==> config.mk <==
export PLATFORM = sky130hd
export DESIGN_NAME = command_frame_receiver_crc16
export DESIGN_NICKNAME = d
export VERILOG_FILES = /design/src/cfr_pkg.sv /design/src/cfr_crc_unit.sv /design/src/command_frame_receiver_crc16.sv
export SDC_FILE = /design/constraint.sdc
export NUM_CORES = 1
export LEC_CHECK = 0
export ABC_AREA = 1
export BUFFER_PORTS_ARGS = -buffer_cell sky130_fd_sc_hd__buf_2
export CELL_PAD_IN_SITES_DETAIL_PLACEMENT = 1
export CELL_PAD_IN_SITES_GLOBAL_PLACEMENT = 1
export CORE_ASPECT_RATIO = 1.25
export CORE_MARGIN = 1
export CORE_UTILIZATION = 25
export CTS_CLUSTER_DIAMETER = 80
export DETAILED_ROUTE_END_ITERATION = 12
export HOLD_SLACK_MARGIN = 0.12
export PLACE_DENSITY = 0.47
export SLEW_MARGIN = 0
export SYNTH_ARGS = -nofsm -noshare
export SYNTH_HDL_FRONTEND = slang
export SYNTH_SLANG_ARGS = --single-unit
==> constraint.sdc <==
create_clock -name i_clk -period 3.8 [get_ports i_clk]
set_input_delay 0.38 -clock i_clk [delete_from_list [all_inputs] [get_ports i_clk]]
set_output_delay 0.38 -clock i_clk [all_outputs]
set_load 0.01 [all_outputs]
==> src/cfr_pkg.sv <==
package cfr_pkg;

    // CRC-16/CCITT-FALSE constants.
    localparam logic [15:0] CRC_INIT = 16'hFFFF;
    localparam logic [15:0] CRC_POLY = 16'h1021;

    // Length of an info frame: command word, one payload byte, CRC.
    localparam int SHORT_FRAME = 2 + 1 + 2;

    // Result status codes.
    localparam logic [2:0] STS_INCOMPLETE = 3'd0;
    localparam logic [2:0] STS_KEY        = 3'd1;
    localparam logic [2:0] STS_CHALLENGE  = 3'd2;
    localparam logic [2:0] STS_INFO       = 3'd3;
    localparam logic [2:0] STS_UNKNOWN    = 3'd4;
    localparam logic [2:0] STS_CRC_ERROR  = 3'd5;

    // Configuration register indexes.
    localparam logic [1:0] CFG_PUBLIC_KEY = 2'd0;
    localparam logic [1:0] CFG_CHALLENGE  = 2'd1;
    localparam logic [1:0] CFG_INFO       = 2'd2;

    // Request from the sequencer to the CRC shifter.
    typedef struct packed {
        logic       start;
        logic       clear;
        logic [7:0] data;
    } t_crc_req;

    // Status returned by the CRC shifter.
    typedef struct packed {
        logic        busy;
        logic [15:0] crc;
    } t_crc_rsp;

endpackage

==> src/cfr_crc_unit.sv <==
module cfr_crc_unit
    import cfr_pkg::*;
(
    input  logic     i_clk,
    input  logic     i_rst_n,
    input  t_crc_req i_req,
    output t_crc_rsp o_rsp
);

    logic [15:0] r_crc;
    logic [15:0] n_crc;
    logic [3:0]  r_bits;
    logic [3:0]  n_bits;

    // A start folds the byte into the top of the register; after it,
    // each cycle shifts one bit of the byte through the polynomial.
    always_comb begin
        n_crc  = r_crc;
        n_bits = r_bits;
        priority if (i_req.clear) begin
            n_crc  = CRC_INIT;
            n_bits = 4'd0;
        end else if (i_req.start) begin
            n_crc  = r_crc ^ {i_req.data, 8'h00};
            n_bits = 4'd8;
        end else if (r_bits != 4'd0) begin
            if (r_crc[15]) begin
                n_crc = {r_crc[14:0], 1'b0} ^ CRC_POLY;
            end else begin
                n_crc = {r_crc[14:0], 1'b0};
            end
            n_bits = r_bits - 4'd1;
        end
    end

    always_ff @(posedge i_clk) begin
        if (!i_rst_n) begin
            r_crc  <= CRC_INIT;
            r_bits <= 4'd0;
        end else begin
            r_crc  <= n_crc;
            r_bits <= n_bits;
        end
    end

    assign o_rsp.busy = (r_bits != 4'd0);
    assign o_rsp.crc  = r_crc;

endmodule

==> src/command_frame_receiver_crc16.sv <==
// Channel   Direction  Handshake          Payload
// input     in         i_valid / o_stall  i_data_byte
// result    out        o_valid / i_stall  o_status, o_payload_byte, o_last
// config    in         i_cfg_we           i_cfg_index, i_cfg_wdata
//
// A CRC-fed byte is answered once the shifter has loaded it, shifted all its bits and
// been seen idle. The low CRC byte, a final byte with no release and a rejected command
// are answered without waiting on the shifter.
// Each byte of a released payload run takes a registered memory read, then the result.
// Reset is synchronous; the payload store is not cleared.
// Input is stalled while a request is in work or its result is unaccepted.
module command_frame_receiver_crc16
    import cfr_pkg::*;
#(
    parameter int KEY_BYTES = 32
) (
    input  logic        i_clk,
    input  logic        i_rst_n,
    input  logic        i_valid,
    output logic        o_stall,
    input  logic [7:0]  i_data_byte,
    output logic        o_valid,
    input  logic        i_stall,
    output logic [2:0]  o_status,
    output logic [7:0]  o_payload_byte,
    output logic        o_last,
    input  logic        i_cfg_we,
    input  logic [1:0]  i_cfg_index,
    input  logic [15:0] i_cfg_wdata
);

    localparam int CW = $clog2(KEY_BYTES + 5);
    localparam int IW = $clog2(KEY_BYTES);
    localparam logic [CW-1:0] LONG_LEN  = CW'(KEY_BYTES + 4);
    localparam logic [CW-1:0] SHORT_LEN = CW'(SHORT_FRAME);

    localparam logic [1:0] ST_IDLE = 2'd0;
    localparam logic [1:0] ST_CRC  = 2'd1;
    localparam logic [1:0] ST_SEND = 2'd2;
    localparam logic [1:0] ST_READ = 2'd3;

    logic [1:0]    r_state;
    logic [1:0]    n_state;
    logic [CW-1:0] r_count;
    logic [CW-1:0] n_count;
    logic [CW-1:0] r_len;
    logic [CW-1:0] n_len;
    logic [15:0]   r_cmd;
    logic [15:0]   n_cmd;
    logic [7:0]    r_crc_low;
    logic [7:0]    n_crc_low;
    logic [2:0]    r_out_status;
    logic [2:0]    n_out_status;
    logic          r_out_last;
    logic          n_out_last;
    logic [7:0]    r_out_payload;
    logic          r_release;
    logic          n_release;
    logic [IW-1:0] r_rd_idx;
    logic [IW-1:0] n_rd_idx;
    logic [15:0]   r_cfg_key;
    logic [15:0]   r_cfg_chal;
    logic [15:0]   r_cfg_info;
    logic [7:0]    r_mem [KEY_BYTES];

    logic          w_accept;
    logic          w_mem_we;
    logic [IW-1:0] w_wr_idx;
    logic [CW:0]   w_count_2;
    logic [15:0]   w_cmd_full;
    logic [15:0]   w_got;
    logic          w_long;
    t_crc_req      w_crc_req;
    t_crc_rsp      w_crc_rsp;

    cfr_crc_unit u_crc (
        .i_clk   (i_clk),
        .i_rst_n (i_rst_n),
        .i_req   (w_crc_req),
        .o_rsp   (w_crc_rsp)
    );

    assign w_accept   = i_valid && (r_state == ST_IDLE);
    assign w_count_2  = {1'b0, r_count} + (CW + 1)'(2);
    assign w_wr_idx   = IW'(r_count - CW'(2));
    assign w_cmd_full = {i_data_byte, r_cmd[7:0]};
    assign w_got      = {i_data_byte, r_crc_low};
    assign w_long     = (r_len == LONG_LEN);

    // Frame sequencer: one accepted byte at a time.
    always_comb begin
        n_state       = r_state;
        n_count       = r_count;
        n_len         = r_len;
        n_cmd         = r_cmd;
        n_crc_low     = r_crc_low;
        n_out_status  = r_out_status;
        n_out_last    = r_out_last;
        n_release     = r_release;
        n_rd_idx      = r_rd_idx;
        w_mem_we      = 1'b0;
        w_crc_req     = '0;
        w_crc_req.data = i_data_byte;
        unique case (r_state)
            ST_IDLE: begin
                if (w_accept) begin
                    n_out_status = STS_INCOMPLETE;
                    n_out_last   = 1'b1;
                    n_release    = 1'b0;
                    n_state      = ST_SEND;
                    if (r_len == '0) begin
                        if (r_count == '0) begin
                            // First byte: low half of the command word.
                            n_cmd           = {8'h00, i_data_byte};
                            n_count         = CW'(1);
                            w_crc_req.start = 1'b1;
                            n_state         = ST_CRC;
                        end else if (w_cmd_full == r_cfg_key || w_cmd_full == r_cfg_chal) begin
                            n_cmd           = w_cmd_full;
                            n_len           = LONG_LEN;
                            n_count         = CW'(2);
                            w_crc_req.start = 1'b1;
                            n_state         = ST_CRC;
                        end else if (w_cmd_full == r_cfg_info) begin
                            n_cmd           = w_cmd_full;
                            n_len           = SHORT_LEN;
                            n_count         = CW'(2);
                            w_crc_req.start = 1'b1;
                            n_state         = ST_CRC;
                        end else begin
                            // Unknown command ends the frame at once.
                            n_cmd           = '0;
                            n_count         = '0;
                            n_crc_low       = '0;
                            w_crc_req.clear = 1'b1;
                            n_out_status    = STS_UNKNOWN;
                        end
                    end else if (w_count_2 < {1'b0, r_len}) begin
                        // Payload byte: store it and feed the CRC.
                        w_mem_we        = 1'b1;
                        n_count         = r_count + CW'(1);
                        w_crc_req.start = 1'b1;
                        n_state         = ST_CRC;
                    end else if (w_count_2 == {1'b0, r_len}) begin
                        n_crc_low = i_data_byte;
                        n_count   = r_count + CW'(1);
                    end else begin
                        // Last byte: check the CRC and judge the command.
                        n_cmd           = '0;
                        n_count         = '0;
                        n_len           = '0;
                        n_crc_low       = '0;
                        w_crc_req.clear = 1'b1;
                        priority if (w_got != w_crc_rsp.crc) begin
                            n_out_status = STS_CRC_ERROR;
                        end else if (w_long && r_cmd == r_cfg_key) begin
                            n_out_status = STS_KEY;
                            n_release    = 1'b1;
                        end else if (w_long && r_cmd == r_cfg_chal) begin
                            n_out_status = STS_CHALLENGE;
                            n_release    = 1'b1;
                        end else if (r_cmd == r_cfg_info) begin
                            n_out_status = STS_INFO;
                        end else begin
                            n_out_status = STS_UNKNOWN;
                        end
                        if (n_release) begin
                            n_rd_idx = '0;
                            n_state  = ST_READ;
                        end
                    end
                end
            end
            ST_CRC: begin
                if (!w_crc_rsp.busy) begin
                    n_state = ST_SEND;
                end
            end
            ST_READ: begin
                n_out_last = (r_rd_idx == IW'(KEY_BYTES - 1));
                n_state    = ST_SEND;
            end
            ST_SEND: begin
                if (!i_stall) begin
                    if (r_release && !r_out_last) begin
                        n_rd_idx = r_rd_idx + IW'(1);
                        n_state  = ST_READ;
                    end else begin
                        n_release = 1'b0;
                        n_state   = ST_IDLE;
                    end
                end
            end
            default: n_state = ST_IDLE;
        endcase
    end

    always_ff @(posedge i_clk) begin
        if (!i_rst_n) begin
            r_state      <= ST_IDLE;
            r_count      <= '0;
            r_len        <= '0;
            r_cmd        <= '0;
            r_crc_low    <= '0;
            r_out_status <= STS_INCOMPLETE;
            r_out_last   <= 1'b0;
            r_release    <= 1'b0;
            r_rd_idx     <= '0;
        end else begin
            r_state      <= n_state;
            r_count      <= n_count;
            r_len        <= n_len;
            r_cmd        <= n_cmd;
            r_crc_low    <= n_crc_low;
            r_out_status <= n_out_status;
            r_out_last   <= n_out_last;
            r_release    <= n_release;
            r_rd_idx     <= n_rd_idx;
        end
    end

    // Configuration registers; an index beyond the list is ignored.
    always_ff @(posedge i_clk) begin
        if (!i_rst_n) begin
            r_cfg_key  <= 16'd3;
            r_cfg_chal <= 16'd4;
            r_cfg_info <= 16'd8;
        end else if (i_cfg_we) begin
            unique case (i_cfg_index)
                CFG_PUBLIC_KEY: r_cfg_key  <= i_cfg_wdata;
                CFG_CHALLENGE:  r_cfg_chal <= i_cfg_wdata;
                CFG_INFO:       r_cfg_info <= i_cfg_wdata;
                default: ;
            endcase
        end
    end

    // Payload store with a registered read into the result register.
    always_ff @(posedge i_clk) begin
        if (w_mem_we) begin
            r_mem[w_wr_idx] <= i_data_byte;
        end
    end

    always_ff @(posedge i_clk) begin
        if (w_accept) begin
            r_out_payload <= 8'h00;
        end else if (r_state == ST_READ) begin
            r_out_payload <= r_mem[r_rd_idx];
        end
    end

    assign o_stall        = (r_state != ST_IDLE);
    assign o_valid        = (r_state == ST_SEND);
    assign o_status       = r_out_status;
    assign o_payload_byte = r_out_payload;
    assign o_last         = r_out_last;

    // A pending result always holds off new input.
    a_result_blocks_input: assert property (
        @(posedge i_clk) disable iff (!i_rst_n)
        o_valid |-> o_stall
    ) else $error("input not stalled while a result is pending");

    // An accepted byte stalls the input on the following cycle.
    a_accept_stalls: assert property (
        @(posedge i_clk) disable iff (!i_rst_n)
        (i_valid && !o_stall) |=> o_stall
    ) else $error("input not stalled after a request");

    // Only released payload results carry a nonzero byte.
    a_payload_zero: assert property (
        @(posedge i_clk) disable iff (!i_rst_n)
        (o_valid && !r_release) |-> (o_payload_byte == 8'h00)
    ) else $error("nonzero payload outside a release run");

    // A release run ends exactly at the last stored entry.
    a_release_last: assert property (
        @(posedge i_clk) disable iff (!i_rst_n)
        (o_valid && r_release && o_last) |-> (r_rd_idx == IW'(KEY_BYTES - 1))
    ) else $error("release run ended at the wrong entry");

    // The CRC shifter never starts while it is still shifting.
    a_crc_idle_start: assert property (
        @(posedge i_clk) disable iff (!i_rst_n)
        w_crc_req.start |-> !w_crc_rsp.busy
    ) else $error("CRC shifter restarted while busy");

endmodule

=== Word level (Yosys, flattened, before mapping) ===
Memories as Yosys holds them, arrays and structs flattened. A register that Yosys moved wholly into a read port is not among the register bits.
Cells that the tools add are included.

* Bits in registers: 116
* Bits in writable memories: 256
* Input port bits: 31
* Memories: 1

* Add/sub/neg operators: 5
* Order comparisons: 1
* Equal/unequal tests: 32
* Muxes and demuxes: 93
* Bitwise logic cells: 3
* Reductions and logical operators: 29

{| class="wikitable"
|+ Memory list
! name !! depth !! bits a word !! read ports !! clocked after memory_dff !! write ports !! RTL line !! text
|-
| r_mem || 32 || 8 || 1 || 1 || 1 || command_frame_receiver_crc16.sv:64 || <nowiki>logic [7:0] r_mem [KEY_BYTES];</nowiki>
|}

{| class="wikitable"
|+ Operator list
! kind !! count
|-
| 16-bit 2-to-1 mux || 8
|-
| 16-bit equality test || 6
|-
| 6-bit 2-to-1 mux || 9
|-
| 8-bit 2-to-1 mux || 6
|-
| 5-bit 2-to-1 mux || 7
|-
| 1-bit 2-to-1 mux || 31
|-
| 2-bit 2-to-1 mux || 15
|-
| 3-bit 2-to-1 mux || 10
|-
| 2-bit != test (second input constant) || 12
|-
| 6-bit AND reduction || 3
|-
| 16-bit != test || 1
|-
| 16-bit XOR || 1
|-
| 13-bit 2-to-1 mux || 1
|-
| 6-bit zero test || 2
|-
| 5-bit one-hot mux with 2 select lines || 1
|-
| 2-bit AND reduction || 5
|-
| 4-bit 2-to-1 mux || 2
|-
| 2-bit one-hot mux with 4 select lines || 1
|-
| 4-bit AND reduction || 2
|-
| 8-bit AND reduction || 1
|-
| 2-bit nonzero test || 4
|-
| 6-bit by 2-bit adder with 7-bit output (second input constant) || 1
|-
| 7-bit by 6-bit equality test with 1-bit output || 1
|-
| 7-bit by 6-bit < comparator with 1-bit output || 1
|-
| 22 further kinds || 32
|}

=== Depth between registers and ports, before layout ===
* Depth after elaboration: 16
* Depth in mapped cells: 18
* Depth with buffers taken out: 17

=== By module ===
From an unflattened synthesis, not the netlist that was laid out.

* Cells, all modules: 1898
* Area total of the unflattened synthesis: 17397.9 um^2

{| class="wikitable"
|+ Modules (own cells, without submodules)
! module !! instances !! cells an instance !! area each (um^2) !! seq. area each (um^2)
|-
| command_frame_receiver_crc16 || 1 || 1748 || 16340.7 || 9709.3
|-
| cfr_crc_unit || 1 || 150 || 1057.3 || 400.4
|}

=== Least setup slack after synthesis ===
OpenSTA, ideal clock, no wires.

* Kind: reg2reg
* From: register r_count[2]
* To: memory r_mem[12][0] (enable)
* Library setup time: 0.370 ns
* Data arrival time: 2.358 ns
* Data required time: 3.430 ns
* Slack: 1.072 ns
* Cell stages (with the launch flop): 11
* Path buffers: 0
* Period minus slack after synthesis: 2.728 ns
* Path through: dfxtp_1 ha_1 nand3_1 xor2_1 ha_1 a21boi_1 a21oi_2 nand3_2 nor2_1 nand2_1 nor2_1

* Word-level cells in the longest chain between the ends: 8
* Elaborated cells between the ends (all ways): 9
* Classes of those cells: 2 x add/sub; 1 x order compare; 6 x mux

{| class="wikitable"
|+ RTL lines
! element !! RTL line !! text
|-
| start, declared || command_frame_receiver_crc16.sv:44 || <nowiki>logic [CW-1:0] r_count;</nowiki>
|-
| start signal, assigned || command_frame_receiver_crc16.sv:211 || <nowiki>r_count <= n_count;</nowiki>
|-
| 6-bit by 2-bit adder with 7-bit output || command_frame_receiver_crc16.sv:84 || <nowiki>assign w_count_2 = {1'b0, r_count} + (CW + 1)'(2);</nowiki>
|-
| 7-bit by 6-bit < comparator with 1-bit output || command_frame_receiver_crc16.sv:138 || <nowiki>end else if (w_count_2 < {1'b0, r_len}) begin</nowiki>
|-
| 1-bit 2-to-1 mux || command_frame_receiver_crc16.sv:138 ||
|-
| 1-bit 2-to-1 mux || command_frame_receiver_crc16.sv:111 || <nowiki>if (r_len == '0) begin</nowiki>
|-
| 1-bit 2-to-1 mux || command_frame_receiver_crc16.sv:106 || <nowiki>if (w_accept) begin</nowiki>
|-
| 1-bit 2-to-1 mux || command_frame_receiver_crc16.sv:104 || <nowiki>unique case (r_state)</nowiki>
|-
| 1-bit 2-to-1 mux || command_frame_receiver_crc16.sv:240 || <nowiki>if (w_mem_we) begin</nowiki>
|-
| 1-bit 2-to-1 mux (not written as such) || command_frame_receiver_crc16.sv:241 || <nowiki>r_mem[w_wr_idx] <= i_data_byte;</nowiki>
|-
| end, declared || command_frame_receiver_crc16.sv:64 ||
|}

Several ways; a longest one is shown, not always the timed one.

=== Worst setup path in the final report ===
* From: register r_count[2]
* To: memory r_mem[9][2] (enable)

The elaborated chain is that of the path after synthesis.

==> summary.md <==
| Metric | Value |
|---|---|
| TritonCTS clock tree | `yes` |
| Hold_ws | `between 0.15 and 0.2 ns` |
| Yosys top cell by area | `edfxtp_1` |
| Later-pin clock latency in the skew report | `just under 0.6 ns` |
| Gate Count Post-Synth | `around 1.8k` |
| Synth Area in Compound Gates | `11.56%` |
| CP max FO | `8` |
| Net Count, Synth | `about 1.8k` |
| Top-count cell post-synth | `nand2_1` |
| Rel. slew slack | `about a quarter` |
| Static Leak | `around 7.6 nW` |
| Sequential area share after synthesis | `approximately 60%` |
| Synth Register Bits | `roughly 380` |
| Synth Area in Adders | `0.8148%` |
| Top area cells in the synthesized netlist | `edfxtp_1 (46%), dfxtp_1 (14%), nand2_1 (8.7%)` |
| Fmax | `~320 MHz` |
| DP Area | `~18000 µm²` |
| P per Cell Area | `about 580 nW/µm²` |
| Placed instance count | `2699` |
| Reg2reg path depth | `12` |
| FFs w/ async S/R, synth | `0%` |
| CORE AREA | `66840 µm²` |
| Worst Path Arrival | `3.46 ns` |
| Drt pass-1 iters | `5` |
| DRT antenna net count | `0` |
| IO Count | `between 40 and 50` |
| Number of port buffers | `44` |
| Crit path required time | `about 4.1 ns` |
| Multi-input gate area | `5822 µm²` |
| Core Rows | `~110` |
| Die W | `~230 µm` |
| Slew at the pin closest to its max-slew limit | `approximately 1.1 ns` |
| Outcome | `finished, final reports clean` |
| Max Slew Vio Count | `0` |
| Final TNS setup | `0 ns` |
| H-tree depth | `2` |
| Antenna violations before repair | `2` |
| Design area | `19950 µm²` |
| Peak VDD IR | `about 0.32 mV` |
| Hpwl dp | `between 40000 and 50000 µm` |
| Unrepaired setup endpoints after global routing | `false` |
| Crit path capture type | `flip-flop` |
| Vias/cell | `roughly 4.6` |
| Max_cap viols | `0` |
| CP Launch Type | `flip-flop` |
| Overall routing resource usage | `17.65%` |
| Final Skew | `0.02910 ns` |
| R2R Setup Slk | `0.63 ns` |
| Period utilisation layout | `83.33%` |
| WHS Path Cells | `3` |
| Root Buffer | `clkbuf_16` |
| Synth unique cells | `just under 50` |
| EDFF count, synth | `256` |
| Antenna diode count | `0` |
| RR Startpoint | `r_count[2]` |
| Post-synth top flop | `edfxtp_1` |
| Final Hold Vio Count | `0` |
| Hold/Removal Path Class | `in2reg` |
| Final cell count without fillers | `roughly 2.8k` |
| Hold path start | `i_cfg_wdata[8]` |
| Crit Reg-Reg Endpoint | `r_mem[9][2]` |
| Starting density of the core | `roughly a quarter` |
| Syn Std Cell Area | `between 15000 and 20000 µm²` |
| Die height | `between 200 and 300 µm` |
| Share of synthesized area spent on multiplexers | `less than 1%` |
| GRT overflow | `0` |
| Type of the worst setup path | `reg2reg` |
| Clock transition at the registers of the reported paths | `around 0.060 ns` |
| Simple-Gate Fraction of Synth Area | `19.89%` |
| Vias | `roughly 13k` |
| Hold worst-path end | `r_cfg_info[8]` |
| Min Tclk post-route | `between 3 and 4 ns` |
| Largest net degree at the start of global routing | `76` |
| Synth warnings | `0` |
| # clock sinks | `around 380` |
| WL per Instance | `21.25 µm` |
| Syn Area/Cell | `9.358 µm²` |
| Number of setup buffers added after CTS | `0` |
| WL final | `59360 µm` |
| Xor and xnor area share after synthesis | `between 1 and 1.5%` |
| Clock buffer count from CTS | `43` |
| Initial DRC count | `about 630` |
| First-pass GRT wire length | `approximately 90000 µm` |
| Synth top area share | `between 40% and 50%` |
| Placer Congestion | `roughly 0.8` |
| DRC | `0` |
| Final net count | `roughly 1.9k` |
| Register area | `around 10000 µm²` |
| Final Util | `~30%` |
| Fillers | `between 7k and 8k` |
| Setup-failing EPs final | `0` |
| Commonest cells in the netlist | `nand2_1 (393), edfxtp_1 (256), nor2_1 (230)` |
| Area growth syn-to-layout | `18.10%` |
| Die Area | `~69000 µm²` |
| Largest family of logic cells by synthesized area | `simple AND/OR/NAND/NOR gates` |
| Number of global-route vias before repair | `about 14k` |
| Layout cell share with drive strength beyond 1 | `11.87%` |
| CTS Buffer Depth | `3` |
## metrics by stage
| step | power (mW) | setup slack (ns) |
|---|---|---|
| 6_report | 11.64 | 0.6333 |
| 3_3_place_gp | 7.476 | 0.6914 |
| 4_1_cts | 11.86 | 0.5722 |
| 5_1_grt | 12.26 | 0.3328 |
| 3_5_place_dp | 7.509 | 0.5877 |
| 2_1_floorplan | 6.564 | 1.072 |
## cells in the final DEF (no fill, tap or decap), types with 4 or more instances in the layout
master	count
buf_4	71
bufinv_16	5
a21oi_1	97
o21ai_1	7
clkbuf_8	4
xor2_1	19
a31oi_1	4
or2_2	4
mux2i_1	12
buf_2	44
clkbuf_1	8
o221ai_1	4
clkinv_1	10
nand2_1	393
edfxtp_1	256
nand3_2	5
ha_1	11
xnor2_1	8
o21ai_0	165
o2111ai_1	4
nand3_1	102
o211ai_1	20
inv_1	135
o22a_1	6
inv_2	14
nor2_2	4
nor2_1	230
dlygate4sd3_1	18
nor3_1	7
nand2_2	8
clkinv_2	6
o22ai_1	36
nand4_1	21
clkbuf_16	43
dfxtp_1	119
## worst max-delay path by stage
stage,from,endpoint
6_report,r_count[2],r_mem[9][2]
5_1_grt,r_count[2],r_mem[9][4]
4_1_cts,r_count[2],r_mem[1][4]
3_5_place_dp,r_count[2],r_mem[9][5]
3_3_place_gp,r_count[2],r_mem[1][5]
2_1_floorplan,r_count[2],r_mem[12][0]
## final cells by class
type | count | share of cell area (%)
Sequential cell | 377 | 50.71
Multi-Input combinational cell | 1191 | 29.19
Clock buffer | 55 | 5.821
Tap cell | 864 | 5.419
Timing Repair Buffer | 133 | 4.679
Inverter | 152 | 2.866
Clock inverter | 22 | 1.323
## power by group
part           internal, mW  switching [mW]  total [mW]
clock                  2.51            1.76        4.27
combinational         0.784            1.77        2.55
sequential             4.60           0.222        4.82
total                  7.89            3.75        11.6
## routing by layer
| metal | global-route usage (%) | share of wire (%) | up-vias | wire (µm) |
|---|---|---|---|---|
| li1 | - | - | 6308 | - |
| met1 | 21.97 | 44 | 6333 | 25910 |
| met2 | 30.97 | 51 | 181 | 30060 |
| met3 | 2.268 | 2.6 | 80 | 1547 |
| met4 | 6.121 | 3.1 | 0 | 1848 |
| met5 | 0 | 0 | - | 0 |
## sequential cells by signal, indices dropped and copies added (netlist names), 2 cells and up
name and flops:
o_status 3, r_count 6, r_mem 256, r_len 3
u_crc.r_crc 16, r_state 2, r_cfg_key 16, r_cfg_chal 16
r_cfg_info 16, r_cmd 16, r_rd_idx 5, r_crc_low 8
u_crc.r_bits 4, o_payload_byte 8
## cell families after synthesis
logic type | after synthesis
flops | 377
compound gates | 352
buf+inv | 237
fa+ha+maj | 11
simple gates | 788
mux | 12
xor+xnor | 28
## timing repair
action                                  in CTS  in global routing
hold buffers                                18                  0
endpoints found under the setup margin       0                  0
gates resized for setup                      0                  0
hold endpoints to repair                    39                  0
## worst max-delay path, stage by stage (launching register included)
cell      delay [ns]
dfxtp_1         0.46
ha_1            0.26
nand3_1         0.13
xor2_1          0.19
ha_1            0.29
a21boi_1        0.15
a21oi_2         0.20
nand3_2         0.12
nor2_1          0.25
nand2_1         0.30
buf_4           0.26
nor2_1          0.09
buf_4           0.19
Note: power is estimated with default switching activity, not from simulation.
